[config.mk]
export PLATFORM = sky130hd
export DESIGN_NAME = orp_adaptive_duty_controller
export DESIGN_NICKNAME = d
export VERILOG_FILES = /design/src/sv/oadc_pkg.sv /design/src/sv/oadc_divider.sv /design/src/sv/oadc_datapath.sv /design/src/sv/oadc_ctrl.sv /design/src/sv/orp_adaptive_duty_controller.sv
export SDC_FILE = /design/constraint.sdc
export NUM_CORES = 2
export LEC_CHECK = 0
export BUFFER_PORTS_ARGS = -buffer_cell sky130_fd_sc_hd__buf_2
export CAP_MARGIN = 20
export CORE_ASPECT_RATIO = 1.4
export CORE_MARGIN = 1
export CORE_UTILIZATION = 50
export CTS_BUF_LIST = sky130_fd_sc_hd__clkbuf_8
export DETAILED_ROUTE_END_ITERATION = 8
export PLACE_DENSITY = 0.67
export SKIP_CTS_REPAIR_TIMING = 1
export SLEW_MARGIN = 20
export SYNTH_ARGS = -nofsm -noshare
export SYNTH_HDL_FRONTEND = slang
export SYNTH_SLANG_ARGS = --single-unit
export TNS_END_PERCENT = 50
[constraint.sdc]
create_clock -name clock -period 11.6 [get_ports clock]
set_clock_uncertainty 0.2 [all_clocks]
set_input_delay 1.16 -clock clock [delete_from_list [all_inputs] [get_ports clock]]
set_output_delay 1.16 -clock clock [all_outputs]
set_load 0.01 [all_outputs]
[src/sv/oadc_pkg.sv]
// Types, constants and codes shared by the adaptive duty controller modules.
package oadc_pkg;

   // history ring
   localparam int HistoryDepth = 10;
   localparam int SlotWidth    = 4;

   // configuration port
   localparam int CsrIndexWidth = 3;
   localparam int CsrDataWidth  = 32;

   typedef enum logic [CsrIndexWidth-1:0] {
      CSR_ADJUST_INTERVAL = 3'd0,
      CSR_EVAL_DELAY      = 3'd1,
      CSR_LEARNING_RATE   = 3'd2,
      CSR_START_DUTY      = 3'd3,
      CSR_START_GAIN      = 3'd4
   } csr_reg_type;

   // register reset values
   localparam int ResetInterval  = 1800000;
   localparam int ResetEvalDelay = 1800000;
   localparam int ResetRate      = 1000;
   localparam int ResetDuty      = 5000;
   localparam int ResetGain      = 1000;

   // adjust arithmetic
   localparam int ErrDeadband = 250;
   localparam int StepBias    = 50000;
   localparam int StepMax     = 1000;
   localparam int StepMin     = 100;
   localparam int DutyMax     = 10000;
   localparam int ExpBias     = 10;
   localparam int ExpPosMax   = 32767;
   localparam int ExpNegMax   = 32768;

   // evaluate arithmetic
   localparam int RatioScale2 = 2000;
   localparam int RatioNoExp  = 1000;
   localparam int RatioWrong  = 100;
   localparam int RatioMin    = 100;
   localparam int RatioMax    = 3000;
   localparam int RatioLow    = 800;
   localparam int RatioHigh   = 1200;
   localparam int GainBias    = 1000;
   localparam int GainMin     = 500;
   localparam int GainMax     = 3000;

   // fixed divisions by reciprocal multiplication
   // step:  (p + 25000) / 50000 = ((p + 25000) >> 4) / 3125
   localparam int StepRound = 25000;
   localparam int StepRecip = 21990233;   // ceil(2^36 / 3125)
   localparam int StepShift = 36;
   // expected change: (7 m + 5) / 10 = ((7 m + 5) >> 1) / 5
   localparam int ExpRound  = 5;
   localparam int ExpRecip  = 419431;     // ceil(2^21 / 5)
   localparam int ExpShift  = 21;
   // gain change: (p + 500) / 1000 = ((p + 500) >> 3) / 125
   localparam int GainRound = 500;
   localparam int GainRecip = 4294968;    // ceil(2^29 / 125)
   localparam int GainShift = 29;

   // ratio divider
   localparam int DivWidth      = 30;
   localparam int DivisorWidth  = 17;
   localparam int DivSteps      = DivWidth;
   localparam int DivCountWidth = $clog2(DivSteps);

   // shared multiplier
   localparam int MulAWidth   = 17;
   localparam int MulBWidth   = 14;
   localparam int ProdWidth   = MulAWidth + MulBWidth;

   typedef struct packed {
      logic               func;
      logic [47:0]        now_ms;
      logic signed [15:0] orp_mv;
      logic signed [15:0] target_mv;
   } req_item_type;

   typedef struct packed {
      logic [13:0] duty;
      logic [11:0] gain;
      logic [11:0] ratio;
      logic        adjusted;
      logic        evaluated;
      logic [3:0]  history_slot;
   } rsp_item_type;

   typedef enum logic {
      MUL_STEP,
      MUL_GAIN
   } mul_sel_type;

   typedef enum logic [1:0] {
      DIV_STEP,
      DIV_EXP,
      DIV_RATIO,
      DIV_GAIN
   } div_sel_type;

   typedef struct packed {
      logic        load_item;
      logic        mul_en;
      mul_sel_type mul_sel;
      logic        div_start;
      div_sel_type div_sel;
      logic        apply_step;
      logic        store_exp;
      logic        store_ratio;
      logic        store_gain;
      logic        load_rsp;
   } ctrl_cmd_type;

   typedef struct packed {
      logic is_eval;
      logic adj_ok;
      logic eval_ok;
      logic step_ok;
      logic need_div;
      logic div_busy;
   } ctrl_status_type;

endpackage

[src/sv/oadc_divider.sv]
// Restoring unsigned divider, one quotient bit per cycle.
module oadc_divider (
   input  logic                               clock,
   input  logic                               reset,
   input  logic                               start,
   input  logic [oadc_pkg::DivWidth-1:0]      dividend,
   input  logic [oadc_pkg::DivisorWidth-1:0]  divisor,
   output logic                               busy,
   output logic [oadc_pkg::DivWidth-1:0]      quotient
);

   logic                                 busy_ff, busy_in;
   logic [oadc_pkg::DivCountWidth-1:0]   count_ff, count_in;
   logic [oadc_pkg::DivisorWidth-1:0]    rem_ff, rem_in;
   logic [oadc_pkg::DivWidth-1:0]        quo_ff, quo_in;
   logic [oadc_pkg::DivisorWidth-1:0]    dsr_ff, dsr_in;
   logic [oadc_pkg::DivisorWidth:0]      trial;
   logic                                 fits;

   assign trial = {rem_ff, quo_ff[oadc_pkg::DivWidth-1]};
   assign fits  = trial >= {1'b0, dsr_ff};

   always_comb begin
      busy_in  = busy_ff;
      count_in = count_ff;
      rem_in   = rem_ff;
      quo_in   = quo_ff;
      dsr_in   = dsr_ff;
      if (start) begin
         busy_in  = 1'b1;
         count_in = '0;
         rem_in   = '0;
         quo_in   = dividend;
         dsr_in   = divisor;
      end else if (busy_ff) begin
         rem_in   = fits ? oadc_pkg::DivisorWidth'(trial - {1'b0, dsr_ff})
                         : trial[oadc_pkg::DivisorWidth-1:0];
         quo_in   = {quo_ff[oadc_pkg::DivWidth-2:0], fits};
         count_in = count_ff + 1'b1;
         if (count_ff == oadc_pkg::DivCountWidth'(oadc_pkg::DivSteps - 1)) begin
            busy_in = 1'b0;
         end
      end
   end

   always_ff @(posedge clock) begin
      if (reset) begin
         busy_ff  <= 1'b0;
         count_ff <= '0;
      end else begin
         busy_ff  <= busy_in;
         count_ff <= count_in;
      end
      rem_ff <= rem_in;
      quo_ff <= quo_in;
      dsr_ff <= dsr_in;
   end

   assign busy     = busy_ff;
   assign quotient = quo_ff;

endmodule

[src/sv/oadc_datapath.sv]
// Datapath: configuration, controller state, shared multiplier, ratio divider, result register.
module oadc_datapath (
   input  logic                                 clock,
   input  logic                                 reset,
   input  logic                                 csr_write,
   input  logic [oadc_pkg::CsrIndexWidth-1:0]   csr_index,
   input  logic [oadc_pkg::CsrDataWidth-1:0]    csr_data,
   input  oadc_pkg::req_item_type               req_item,
   input  oadc_pkg::ctrl_cmd_type               cmd,
   output oadc_pkg::ctrl_status_type            status,
   output oadc_pkg::rsp_item_type               rsp_item
);

   // configuration
   logic [31:0] interval_ff;
   logic [31:0] delay_ff;
   logic [13:0] rate_ff;

   // controller state
   logic [13:0] duty_ff;
   logic [11:0] gain_ff;
   logic [47:0] last_adjust_ff;
   logic        has_adjusted_ff;
   logic        pending_ff;
   logic [47:0] due_ff;
   logic [15:0] orp_before_ff;
   logic [15:0] expected_ff;
   logic [oadc_pkg::SlotWidth-1:0] slot_ff;

   // per item
   oadc_pkg::req_item_type item_ff;
   logic [11:0] ratio_ff;
   logic        adjusted_ff;
   logic        evaluated_ff;
   logic [oadc_pkg::ProdWidth-1:0] prod_ff;
   logic [15:0] qc_ff, qc_in;
   oadc_pkg::rsp_item_type rsp_ff;

   logic [16:0] err;
   logic        err_pos;
   logic [16:0] mag;
   logic [47:0] elapsed;
   logic        interval_ok;
   logic [16:0] actual;
   logic [16:0] act_mag;
   logic [16:0] exp_mag;
   logic        need_div;

   logic [oadc_pkg::MulAWidth-1:0] mul_a;
   logic [oadc_pkg::MulBWidth-1:0] mul_b;

   logic [27:0] step_num;
   logic [48:0] step_prod;
   logic [18:0] exp_num;
   logic [36:0] exp_prod;
   logic [24:0] gain_num;
   logic [44:0] gain_prod;

   logic                               ratio_start;
   logic                               div_busy;
   logic [oadc_pkg::DivWidth-1:0]      quo;
   logic [oadc_pkg::DivWidth-1:0]      div_dividend;
   logic [oadc_pkg::DivisorWidth-1:0]  div_divisor;

   logic [9:0]  step_mag;
   logic [14:0] duty_add;
   logic [13:0] duty_sub;
   logic [13:0] duty_next;
   logic [48:0] due_sum;
   logic [47:0] due_next;
   logic [16:0] exp_q;
   logic [15:0] exp_next;
   logic [11:0] ratio_next;
   logic [11:0] gain_dev;
   logic signed [17:0] gain_sum;
   logic [11:0] gain_next;

   // error and elapsed time
   assign err = {item_ff.orp_mv[15], item_ff.orp_mv}
              - {item_ff.target_mv[15], item_ff.target_mv};
   assign err_pos     = !err[16];
   assign mag         = err[16] ? 17'(17'd0 - err) : err;
   assign elapsed     = item_ff.now_ms - last_adjust_ff;
   assign interval_ok = !has_adjusted_ff || (elapsed >= {16'd0, interval_ff});

   // evaluation terms
   assign actual  = {item_ff.orp_mv[15], item_ff.orp_mv} - {orp_before_ff[15], orp_before_ff};
   assign act_mag = actual[16] ? 17'(17'd0 - actual) : actual;
   assign exp_mag = expected_ff[15] ? 17'(17'd0 - {1'b1, expected_ff}) : {1'b0, expected_ff};
   assign need_div = (expected_ff != 16'd0) && (actual != 17'd0)
                  && (actual[16] == expected_ff[15]);

   assign status.is_eval  = item_ff.func;
   assign status.adj_ok   = interval_ok && (mag >= 17'(oadc_pkg::ErrDeadband));
   assign status.eval_ok  = pending_ff && (item_ff.now_ms >= due_ff);
   assign status.step_ok  = step_mag >= 10'(oadc_pkg::StepMin);
   assign status.need_div = need_div;
   assign status.div_busy = div_busy;

   // shared multiplier operands
   assign gain_dev = (ratio_ff < 12'(oadc_pkg::RatioLow))  ? 12'(oadc_pkg::RatioLow) - ratio_ff :
                     (ratio_ff > 12'(oadc_pkg::RatioHigh)) ? ratio_ff - 12'(oadc_pkg::RatioHigh) :
                     12'd0;

   always_comb begin
      unique case (cmd.mul_sel)
         oadc_pkg::MUL_STEP: begin
            mul_a = mag;
            mul_b = {2'b00, gain_ff};
         end
         oadc_pkg::MUL_GAIN: begin
            mul_a = {5'd0, gain_dev};
            mul_b = rate_ff;
         end
         default: begin
            mul_a = mag;
            mul_b = {2'b00, gain_ff};
         end
      endcase
   end

   // fixed divisions: rounding bias, shift out the power of two, reciprocal multiply
   assign step_num  = prod_ff[27:0] + 28'(oadc_pkg::StepRound);
   assign step_prod = {25'd0, step_num[27:4]} * 49'(oadc_pkg::StepRecip);
   assign exp_num   = ({2'd0, mag} << 3) - {2'd0, mag} + 19'(oadc_pkg::ExpRound);
   assign exp_prod  = {19'd0, exp_num[18:1]} * 37'(oadc_pkg::ExpRecip);
   assign gain_num  = prod_ff[24:0] + 25'(oadc_pkg::GainRound);
   assign gain_prod = {23'd0, gain_num[24:3]} * 45'(oadc_pkg::GainRecip);

   always_comb begin
      qc_in = qc_ff;
      if (cmd.div_start) begin
         unique case (cmd.div_sel)
            oadc_pkg::DIV_STEP:  qc_in = {3'd0, step_prod[48:oadc_pkg::StepShift]};
            oadc_pkg::DIV_EXP:   qc_in = exp_prod[36:oadc_pkg::ExpShift];
            oadc_pkg::DIV_GAIN:  qc_in = gain_prod[44:oadc_pkg::GainShift];
            oadc_pkg::DIV_RATIO: qc_in = qc_ff;
         endcase
      end
   end

   // ratio divider: rounding bias folded into the dividend
   assign ratio_start  = cmd.div_start && (cmd.div_sel == oadc_pkg::DIV_RATIO);
   assign div_dividend = oadc_pkg::DivWidth'({13'd0, act_mag}
                       * oadc_pkg::DivWidth'(oadc_pkg::RatioScale2))
                       + {13'd0, exp_mag};
   assign div_divisor  = {exp_mag[15:0], 1'b0};

   oadc_divider u_divider (
      .clock    (clock),
      .reset    (reset),
      .start    (ratio_start),
      .dividend (div_dividend),
      .divisor  (div_divisor),
      .busy     (div_busy),
      .quotient (quo)
   );

   // duty step from the step quotient
   assign step_mag = (qc_ff > 16'(oadc_pkg::StepMax))
                   ? 10'(oadc_pkg::StepMax) : qc_ff[9:0];
   assign duty_add = {1'b0, duty_ff} + {5'd0, step_mag};
   assign duty_sub = duty_ff - {4'd0, step_mag};

   always_comb begin
      if (err_pos) begin
         duty_next = (duty_ff < {4'd0, step_mag})      ? 14'd0 :
                     (duty_sub > 14'(oadc_pkg::DutyMax)) ? 14'(oadc_pkg::DutyMax) :
                     duty_sub;
      end else begin
         duty_next = (duty_add > 15'(oadc_pkg::DutyMax)) ? 14'(oadc_pkg::DutyMax)
                                                          : duty_add[13:0];
      end
   end

   assign due_sum  = {1'b0, item_ff.now_ms} + {17'd0, delay_ff};
   assign due_next = due_sum[48] ? '1 : due_sum[47:0];

   // expected change, saturated to 16 bits signed
   assign exp_q = {1'b0, qc_ff};

   always_comb begin
      if (err_pos) begin
         exp_next = (exp_q > 17'(oadc_pkg::ExpNegMax)) ? 16'h8000
                                                        : 16'(17'd0 - exp_q);
      end else begin
         exp_next = (exp_q > 17'(oadc_pkg::ExpPosMax)) ? 16'h7FFF : exp_q[15:0];
      end
   end

   // ratio source
   always_comb begin
      if (need_div) begin
         ratio_next = (quo < oadc_pkg::DivWidth'(oadc_pkg::RatioMin)) ? 12'(oadc_pkg::RatioMin) :
                      (quo > oadc_pkg::DivWidth'(oadc_pkg::RatioMax)) ? 12'(oadc_pkg::RatioMax) :
                      quo[11:0];
      end else if (expected_ff == 16'd0) begin
         ratio_next = 12'(oadc_pkg::RatioNoExp);
      end else begin
         ratio_next = 12'(oadc_pkg::RatioWrong);
      end
   end

   // gain update from the gain quotient
   always_comb begin
      if (ratio_ff < 12'(oadc_pkg::RatioLow)) begin
         gain_sum = $signed({6'd0, gain_ff}) + $signed({2'b00, qc_ff});
      end else if (ratio_ff > 12'(oadc_pkg::RatioHigh)) begin
         gain_sum = $signed({6'd0, gain_ff}) - $signed({2'b00, qc_ff});
      end else begin
         gain_sum = $signed({6'd0, gain_ff});
      end
      if (gain_sum < $signed(18'(oadc_pkg::GainMin))) begin
         gain_next = 12'(oadc_pkg::GainMin);
      end else if (gain_sum > $signed(18'(oadc_pkg::GainMax))) begin
         gain_next = 12'(oadc_pkg::GainMax);
      end else begin
         gain_next = gain_sum[11:0];
      end
   end

   always_ff @(posedge clock) begin
      if (reset) begin
         interval_ff     <= 32'(oadc_pkg::ResetInterval);
         delay_ff        <= 32'(oadc_pkg::ResetEvalDelay);
         rate_ff         <= 14'(oadc_pkg::ResetRate);
         duty_ff         <= 14'(oadc_pkg::ResetDuty);
         gain_ff         <= 12'(oadc_pkg::ResetGain);
         last_adjust_ff  <= '0;
         has_adjusted_ff <= 1'b0;
         pending_ff      <= 1'b0;
         due_ff          <= '0;
         orp_before_ff   <= '0;
         expected_ff     <= '0;
         slot_ff         <= '0;
      end else begin
         if (csr_write) begin
            unique case (csr_index)
               oadc_pkg::CSR_ADJUST_INTERVAL: interval_ff <= csr_data;
               oadc_pkg::CSR_EVAL_DELAY:      delay_ff    <= csr_data;
               oadc_pkg::CSR_LEARNING_RATE:   rate_ff     <= csr_data[13:0];
               oadc_pkg::CSR_START_DUTY:      duty_ff     <= csr_data[13:0];
               oadc_pkg::CSR_START_GAIN:      gain_ff     <= csr_data[11:0];
               default: ;
            endcase
         end
         if (cmd.apply_step) begin
            duty_ff         <= duty_next;
            orp_before_ff   <= item_ff.orp_mv;
            pending_ff      <= 1'b1;
            due_ff          <= due_next;
            last_adjust_ff  <= item_ff.now_ms;
            has_adjusted_ff <= 1'b1;
         end
         if (cmd.store_exp) begin
            expected_ff <= exp_next;
         end
         if (cmd.store_ratio) begin
            pending_ff <= 1'b0;
         end
         if (cmd.store_gain) begin
            gain_ff <= gain_next;
            slot_ff <= (slot_ff == oadc_pkg::SlotWidth'(oadc_pkg::HistoryDepth - 1))
                     ? '0 : slot_ff + 1'b1;
         end
      end
   end

   // item, operand and result registers
   always_ff @(posedge clock) begin
      if (cmd.load_item) begin
         item_ff      <= req_item;
         ratio_ff     <= '0;
         adjusted_ff  <= 1'b0;
         evaluated_ff <= 1'b0;
      end
      if (cmd.mul_en) begin
         prod_ff <= {14'd0, mul_a} * {17'd0, mul_b};
      end
      qc_ff <= qc_in;
      if (cmd.apply_step) begin
         adjusted_ff <= 1'b1;
      end
      if (cmd.store_ratio) begin
         ratio_ff <= ratio_next;
      end
      if (cmd.store_gain) begin
         evaluated_ff <= 1'b1;
      end
      if (cmd.load_rsp) begin
         rsp_ff.duty         <= duty_ff;
         rsp_ff.gain         <= gain_ff;
         rsp_ff.ratio        <= ratio_ff;
         rsp_ff.adjusted     <= adjusted_ff;
         rsp_ff.evaluated    <= evaluated_ff;
         rsp_ff.history_slot <= slot_ff;
      end
   end

   assign rsp_item = rsp_ff;

endmodule

[src/sv/oadc_ctrl.sv]
// Controller: sequences one item through the datapath and owns the handshakes.
module oadc_ctrl (
   input  logic                        clock,
   input  logic                        reset,
   input  logic                        req_valid,
   output logic                        req_ready,
   output logic                        rsp_valid,
   input  logic                        rsp_ready,
   input  oadc_pkg::ctrl_status_type   status,
   output oadc_pkg::ctrl_cmd_type      cmd
);

   typedef enum logic [3:0] {
      ST_IDLE,
      ST_DECIDE,
      ST_ADJ_MUL,
      ST_ADJ_DIV,
      ST_ADJ_WAIT,
      ST_APPLY,
      ST_EXP_WAIT,
      ST_EVAL_START,
      ST_RATIO_WAIT,
      ST_EVAL_MUL,
      ST_GAIN_DIV,
      ST_GAIN_WAIT,
      ST_RESULT
   } state_type;

   state_type state_ff, state_in;
   logic      rsp_valid_ff, rsp_valid_in;

   always_comb begin
      state_in      = state_ff;
      cmd           = '0;
      cmd.mul_sel   = oadc_pkg::MUL_STEP;
      cmd.div_sel   = oadc_pkg::DIV_STEP;
      unique case (state_ff)
         ST_IDLE: begin
            if (req_valid) begin
               cmd.load_item = 1'b1;
               state_in      = ST_DECIDE;
            end
         end
         ST_DECIDE: begin
            if (!status.is_eval) begin
               state_in = status.adj_ok ? ST_ADJ_MUL : ST_RESULT;
            end else begin
               state_in = status.eval_ok ? ST_EVAL_START : ST_RESULT;
            end
         end
         ST_ADJ_MUL: begin
            cmd.mul_en  = 1'b1;
            cmd.mul_sel = oadc_pkg::MUL_STEP;
            state_in    = ST_ADJ_DIV;
         end
         ST_ADJ_DIV: begin
            cmd.div_start = 1'b1;
            cmd.div_sel   = oadc_pkg::DIV_STEP;
            state_in      = ST_ADJ_WAIT;
         end
         ST_ADJ_WAIT: begin
            if (!status.div_busy) begin
               state_in = status.step_ok ? ST_APPLY : ST_RESULT;
            end
         end
         ST_APPLY: begin
            cmd.apply_step = 1'b1;
            cmd.div_start  = 1'b1;
            cmd.div_sel    = oadc_pkg::DIV_EXP;
            state_in       = ST_EXP_WAIT;
         end
         ST_EXP_WAIT: begin
            if (!status.div_busy) begin
               cmd.store_exp = 1'b1;
               state_in      = ST_RESULT;
            end
         end
         ST_EVAL_START: begin
            if (status.need_div) begin
               cmd.div_start = 1'b1;
               cmd.div_sel   = oadc_pkg::DIV_RATIO;
               state_in      = ST_RATIO_WAIT;
            end else begin
               cmd.store_ratio = 1'b1;
               state_in        = ST_EVAL_MUL;
            end
         end
         ST_RATIO_WAIT: begin
            cmd.div_sel = oadc_pkg::DIV_RATIO;
            if (!status.div_busy) begin
               cmd.store_ratio = 1'b1;
               state_in        = ST_EVAL_MUL;
            end
         end
         ST_EVAL_MUL: begin
            cmd.mul_en  = 1'b1;
            cmd.mul_sel = oadc_pkg::MUL_GAIN;
            state_in    = ST_GAIN_DIV;
         end
         ST_GAIN_DIV: begin
            cmd.div_start = 1'b1;
            cmd.div_sel   = oadc_pkg::DIV_GAIN;
            state_in      = ST_GAIN_WAIT;
         end
         ST_GAIN_WAIT: begin
            if (!status.div_busy) begin
               cmd.store_gain = 1'b1;
               state_in       = ST_RESULT;
            end
         end
         ST_RESULT: begin
            if (!rsp_valid_ff || rsp_ready) begin
               cmd.load_rsp = 1'b1;
               state_in     = ST_IDLE;
            end
         end
         default: state_in = ST_IDLE;
      endcase
   end

   always_comb begin
      if (cmd.load_rsp) begin
         rsp_valid_in = 1'b1;
      end else if (rsp_ready) begin
         rsp_valid_in = 1'b0;
      end else begin
         rsp_valid_in = rsp_valid_ff;
      end
   end

   always_ff @(posedge clock) begin
      if (reset) begin
         state_ff     <= ST_IDLE;
         rsp_valid_ff <= 1'b0;
      end else begin
         state_ff     <= state_in;
         rsp_valid_ff <= rsp_valid_in;
      end
   end

   assign req_ready = (state_ff == ST_IDLE);
   assign rsp_valid = rsp_valid_ff;

endmodule

[src/sv/orp_adaptive_duty_controller.sv]
// Top level of the self-tuning ORP duty controller.
//
// Each item is either an adjust request (func 0) or an evaluation check
// (func 1) and yields exactly one result item carrying the duty, the gain,
// the effectiveness ratio, the adjusted/evaluated flags and the history slot.
// Items are handled one at a time: req_ready is high only while the
// controller is idle, and the result sits in an output register so the next
// item can be taken while that result still waits for rsp_ready. An item
// can be turned away by the interval, the deadband or the due time, and an
// adjust whose step rounds below 1 % leaves the duty unchanged. When the
// actual and expected change are nonzero and agree in sign the ratio goes
// through a 30-step restoring divider; that divider sets the pace. The next
// item can be accepted in the cycle after its result is loaded. The fixed
// divisions of the step, the expected change and the gain change are
// reciprocal multiplies. Configuration writes are always accepted
// (csr_ready tied high) and take effect at once; they are meant to be issued
// only while the block is idle. Writing start_duty or start_gain also
// reloads the live duty or gain.
module orp_adaptive_duty_controller (
   input  logic                                 clock,
   input  logic                                 reset,

   // item in
   input  logic                                 req_valid,
   output logic                                 req_ready,
   input  oadc_pkg::req_item_type               req_item,

   // result out
   output logic                                 rsp_valid,
   input  logic                                 rsp_ready,
   output oadc_pkg::rsp_item_type               rsp_item,

   // configuration writes
   input  logic                                 csr_valid,
   output logic                                 csr_ready,
   input  logic [oadc_pkg::CsrIndexWidth-1:0]   csr_index,
   input  logic [oadc_pkg::CsrDataWidth-1:0]    csr_data
);

   oadc_pkg::ctrl_cmd_type    cmd;
   oadc_pkg::ctrl_status_type status;

   // register writes never stall
   assign csr_ready = 1'b1;

   oadc_ctrl u_ctrl (
      .clock     (clock),
      .reset     (reset),
      .req_valid (req_valid),
      .req_ready (req_ready),
      .rsp_valid (rsp_valid),
      .rsp_ready (rsp_ready),
      .status    (status),
      .cmd       (cmd)
   );

   // datapath holds all tuning state, the multiplier and the divider
   oadc_datapath u_datapath (
      .clock     (clock),
      .reset     (reset),
      .csr_write (csr_valid),
      .csr_index (csr_index),
      .csr_data  (csr_data),
      .req_item  (req_item),
      .cmd       (cmd),
      .status    (status),
      .rsp_item  (rsp_item)
   );

endmodule

# After elaboration in Yosys (flattened, before gate mapping)
# Index checks and enable logic that the tools add are counted.
# op_classes
n_reduce_logical	33
bitwise_logic	2
muxes	67
add_sub_neg	22
order_cmp	17
mul	5
n_eq_ne	27
# ops
operator	n
12-bit 2-to-1 mux	12
14-bit 2-to-1 mux	7
17-bit 2-to-1 mux	4
30-bit 2-to-1 mux	2
1-bit by 17-bit subtractor with 17-bit output (first input constant)	3
48-bit by 32-bit adder with 49-bit output	1
24-bit by 25-bit multiplier with 49-bit output (second input constant)	1
48-bit by 32-bit greater-or-equal comparator with 1-bit output	1
48-bit greater-or-equal comparator	1
16-bit 2-to-1 mux	3
48-bit 2-to-1 mux	1
16-bit one-hot mux with 3 select lines	1
4-bit one-hot mux with 12 select lines	1
48-bit subtractor	1
22-bit by 20-bit multiplier with 42-bit output (second input constant)	1
4-bit 2-to-1 mux	10
18-bit by 19-bit multiplier with 37-bit output (second input constant)	1
18-bit 2-to-1 mux	2
17-bit one-hot mux with 2 select lines	1
16-bit by 16-bit subtractor with 17-bit output	2
30-bit by 12-bit > comparator with 1-bit output (second input constant)	1
30-bit by 7-bit less-than comparator with 1-bit output (second input constant)	1
28-bit by 17-bit adder with 29-bit output	1
28-bit by 15-bit adder with 28-bit output (second input constant)	1
other kinds (63)	113
# word_totals
inputBits	121
out_inout_bits	47
wordCells	207
register_bits	495

# Longest topological paths before layout
# depth
word_depth	9
mapped_depth	50
ltp_nobuf	49

# Hierarchy
# From an unflattened synthesis, not the netlist that was laid out.
# unflattened
cells_unflattened	6887
hier_area_um2	63636.0
# by_module_without_submodules
module	cells_each	area_each_um2	seq_area_each_um2	instances
oadc_datapath	6467	59193.0	10179.8	1
oadc_divider	339	3788.6	1871.8	1
oadc_ctrl	79	643.1	100.1	1
orp_adaptive_duty_controller	2	11.3	0.0	1

# Worst setup path before layout
# No wires, ideal clock.
# synth_path
path_kind	reg-to-reg
from	reg u_datapath.item_ff[16] (netlist name)
to	reg u_datapath.qc_ff[15], data pin
stages_incl_launch_ff	43
required_ns	11.131
arrival_ns	10.556
slack_ns	0.575
n_path_buf	1
synth_period_minus_slack_ns	11.025
setup_ns	0.269
path_cell_list	edfxtp_1 inv_1 ha_1 fa_1 and2b_1 o211ai_1 and3_1 o21ai_0 o21a_1 a31oi_1 clkbuf_1 nand2_1 xor2_1 inv_1 ha_1 a21oi_1 nor2b_1 o21ai_0 [7 not listed] inv_1 fa_1 fa_1 fa_1 fa_1 fa_1 inv_1 ha_1 a21o_1 a211oi_1 o21ai_0 a32oi_1 o31ai_1 a221oi_1 o21ai_0 a21oi_1 xnor2_1 o21ai_0
# synth_via
elab_chain_cells	8
word_cells_on_any_way	17
cone_classes	add/sub: 5; mul: 1; eq/ne: 3; mux: 4; reduce/logical: 4
# synth_rtl
item	line_no	text
start: declaration	oadc_datapath.sv:31	oadc_pkg::req_item_type item_ff;
start signal: assignment	oadc_datapath.sv:272	item_ff <= req_item;
branches (longest 7 deep; another with 18-bit by 19-bit multiplier with 37-bit output)	-	
16-bit one-hot mux with 3 select lines *	oadc_datapath.sv:133	unique case (cmd.div_sel)
end signal: assignment	oadc_datapath.sv:280	qc_ff <= qc_in;
end: declaration	oadc_datapath.sv:36	logic [15:0] qc_ff, qc_in;
# Mark *: on every way between the ends.
# A chain may end at the register's enable or synchronous reset.

# Worst setup path in the final report
# Ends and elaborated chain as after synthesis.

==> metrics.cfg <==
[detailed_routing]
drc=0
finalWirelength_mm=182
vias=51167
drtAntennaViolNets=0
first_iter_violations=2787
drt_pre_antenna_iters=6
wl_per_cell_um=20.2
detail_route.vias_per_cell=5.69

[global_route]
antenna_found_initial=3
grt_overflow_total=0
gr-usage-all-layers_pct=28.4
grt_pass1_wl_mm=287
grt_max_degree=75
grt_pass1_vias=53366

[cells_and_area]
fin_nets=9048
final_util_pct=54.7
fin_area_um2=69200
drive_gt1_share_pct=7.29
syn2layout_area_growth_pct=8.25

[placement]
numPortBuffers=166
place_congestion=0.991
dpl.hpwl_mm=152
placed_area_um2=67000

[synth]
yosysWarnings=0
netlist_area_um2=63900
synth_top_family_by_area=adder cells
syn_avg_cell_area_um2=8.99
async_flop_share_pct=0
synth_ff_type=dfxtp_1
ys_seq_area_share_pct=19.0
ys_types=108
synthCells=7106
ys_ff_latch=493
synth_edf_count=225
synth_compound_area_share_pct=14.3
synth.area.mux_share_pct=0.574
synth-simple-area-share_pct=12.8
yosys.area_share.adder_pct=40.1
synth_xor_area_share_pct=4.92

[floorplan]
initial_core_util_pct=50.6
die_y_um=425
die_w_um=304
num_rows=154
die_area_um2=129000
core_um2=126000
ios=168

[sta]
finalCriticalPeriod_ps=11040
fin_crit_sh_pct=95.2
slew_violations=0
fmax_ghz=0.0906
worst_pin_slew_ps=1240
max_slew_margin_pct=15.8
hold_viol=0
setup_viol=0

[cts]
clock_latency_ps=790
clock_sinks=493
cts_max_level=3
cts_buffers=85
clk_pin_slew_worst_paths_ps=70
cts_root_buffer=clkbuf_8
clockBufferDepth=3
tritoncts=built

[critical_path]
cpLargestDelayFamily=adder cells
cp_data_required_time_ps=11880
critPathMostFrequentCell=fa_1
start_kind=flip-flop
cp.arrival_ps=11320
critPathKind=flip-flop to flip-flop
end_kind=flip-flop
critical-path-max-stage-delay_ps=610
slowest_stage=fa_1
crit_buf_inv=5
cp_max_fo=7

[run]
max_cap_viol_count=0

[run_status]
status=finished clean

[worst_hold_path]
min-delay-path-class=flip-flop to flip-flop

[kinds of logic (layout without fill, tap and decap cells)]
group / after synthesis / in the layout
fa+ha+maj: 1647 / 1647
xor+xnor: 355 / 355
compound gates: 1403 / 1403
simple gates: 1756 / 1756
flops: 493 / 493
buf+inv: 1414 / 1658
mux: 36 / 36
other cells: 2 / 11
[cell usage in the layout, fill, tap and decap left out, types with 48 or more instances in the layout]
master / synthesis / final
inv_1: 1216 / 1229
ha_1: 975 / 974
nand2_1: 728 / 727
fa_1: 669 / 668
a21oi_1: 453 / 452
nor2_1: 339 / 336
dfxtp_1: 268 / 267
o21ai_0: 250 / 245
edfxtp_1: 225 / 225
xnor2_1: 198 / 191
buf_2: 3 / 165
xor2_1: 154 / 152
a21o_1: 141 / 141
nand3_1: 114 / 114
buf_4: 1 / 114
nor3_1: 105 / 100
clkbuf_8: 0 / 96
nand2b_1: 71 / 71
nor2b_1: 71 / 70
nand4_1: 61 / 61
a221oi_1: 59 / 58
o21a_1: 57 / 56
o211ai_1: 50 / 50
and3_1: 48 / 48
[worst paths after layout]
kind                     startpoint                     end  slack (ps)  cells past startpoint
max          u_datapath.item_ff[16]    u_datapath.qc_ff[15]         560                     39
min          u_datapath.adjusted_ff  u_datapath.rsp_item[5]         240                      0
max reg2reg  u_datapath.item_ff[16]    u_datapath.qc_ff[15]         560                     39
min reg2reg  u_datapath.adjusted_ff  u_datapath.rsp_item[5]         240                      0
[through the flow]
| step | TNS, ps | hold WS, ps | instances | setup slack [ps] |
|---|---|---|---|---|
| after global routing | -107 | 254 | 8996 | -55.9 |
| final | 0 | 238 | 8997 | 562 |
| after CTS | -657 | 238 | 8989 | -264 |
| after floorplan | 0 | 206 | 7111 | 575 |
| after global placement | 0 | 218 | 8829 | 20.5 |
| after detailed placement | -326 | 222 | 8830 | -160 |
[Yosys cell counts (11+ instances only)]
library cell	instances	share of area, %
or2_2	25	0.24
fa_1	669	21
o21a_1	57	0.67
nand2b_1	71	0.70
nor3_1	105	0.82
nand3_1	114	0.89
o21ai_0	250	2.0
a211o_1	15	0.21
nand4_1	61	0.60
and2_1	38	0.37
o31ai_1	29	0.34
o211ai_1	50	0.59
inv_1	1216	7.1
a22oi_1	18	0.21
nor2_1	339	2.0
a2111oi_0	14	0.19
and3_1	48	0.47
mux2i_1	31	0.49
o22ai_1	19	0.19
and4_1	11	0.15
dfxtp_1	268	8.4
xor2_1	154	2.1
a31oi_1	38	0.37
a311oi_1	12	0.16
a21boi_0	15	0.18
a221oi_1	59	0.81
edfxtp_1	225	11
a31o_2	14	0.19
nor3b_1	17	0.20
nor2b_1	71	0.70
xnor2_1	198	2.7
nor4_1	28	0.27
a21o_1	141	1.7
o21bai_1	38	0.45
or3_1	47	0.46
nand2_1	728	4.3
clkbuf_1	182	1.1
a41oi_1	11	0.15
or4_1	15	0.18
a21oi_1	453	3.5
a211oi_1	45	0.53
ha_1	975	19
[layout make-up]
cell class	instances	area, um2
repair buffers	280	1690
fillers	11614	57200
flip-flops and latches	493	12100
clock inverters	63	704
clock buffers	96	1320
multi-input cells	5204	46700
diodes	4	10.0
well taps	1638	2050
inverters	1219	4580
[state kept, by name, indices dropped and copies added, names as in the netlist, 4 cells and up]
name and count:
u_datapath.interval_ff 32, u_datapath.u_divider.count_ff 5, u_datapath.orp_before_ff 16, u_datapath.u_divider.rem_ff 17, u_datapath.duty_ff 14, u_datapath.slot_ff 4, u_datapath.rsp_item 44, u_datapath.prod_ff 26
u_datapath.u_divider.quotient 30, u_datapath.due_ff 48, u_datapath.item_ff 80, u_ctrl.state_ff 4, u_datapath.delay_ff 32, u_datapath.ratio_ff 12, u_datapath.last_adjust_ff 48, u_datapath.qc_ff 16
u_datapath.expected_ff 16, u_datapath.gain_ff 12, u_datapath.rate_ff 14, u_datapath.u_divider.dsr_ff 16
[metal layers]
layer / up-vias / track usage (%) / wire length (um)
met1: 25016 / 30.7 / 68900
met2: 1311 / 51.8 / 92000
li1: 24323 / - / -
met3: 517 / 3.27 / 7080
met4: 0 / 19.8 / 14000
met5: - / 0 / 0
Power is not shown: default switching activity piles up to over one toggle a cycle in this logic, so the estimate is an artifact.
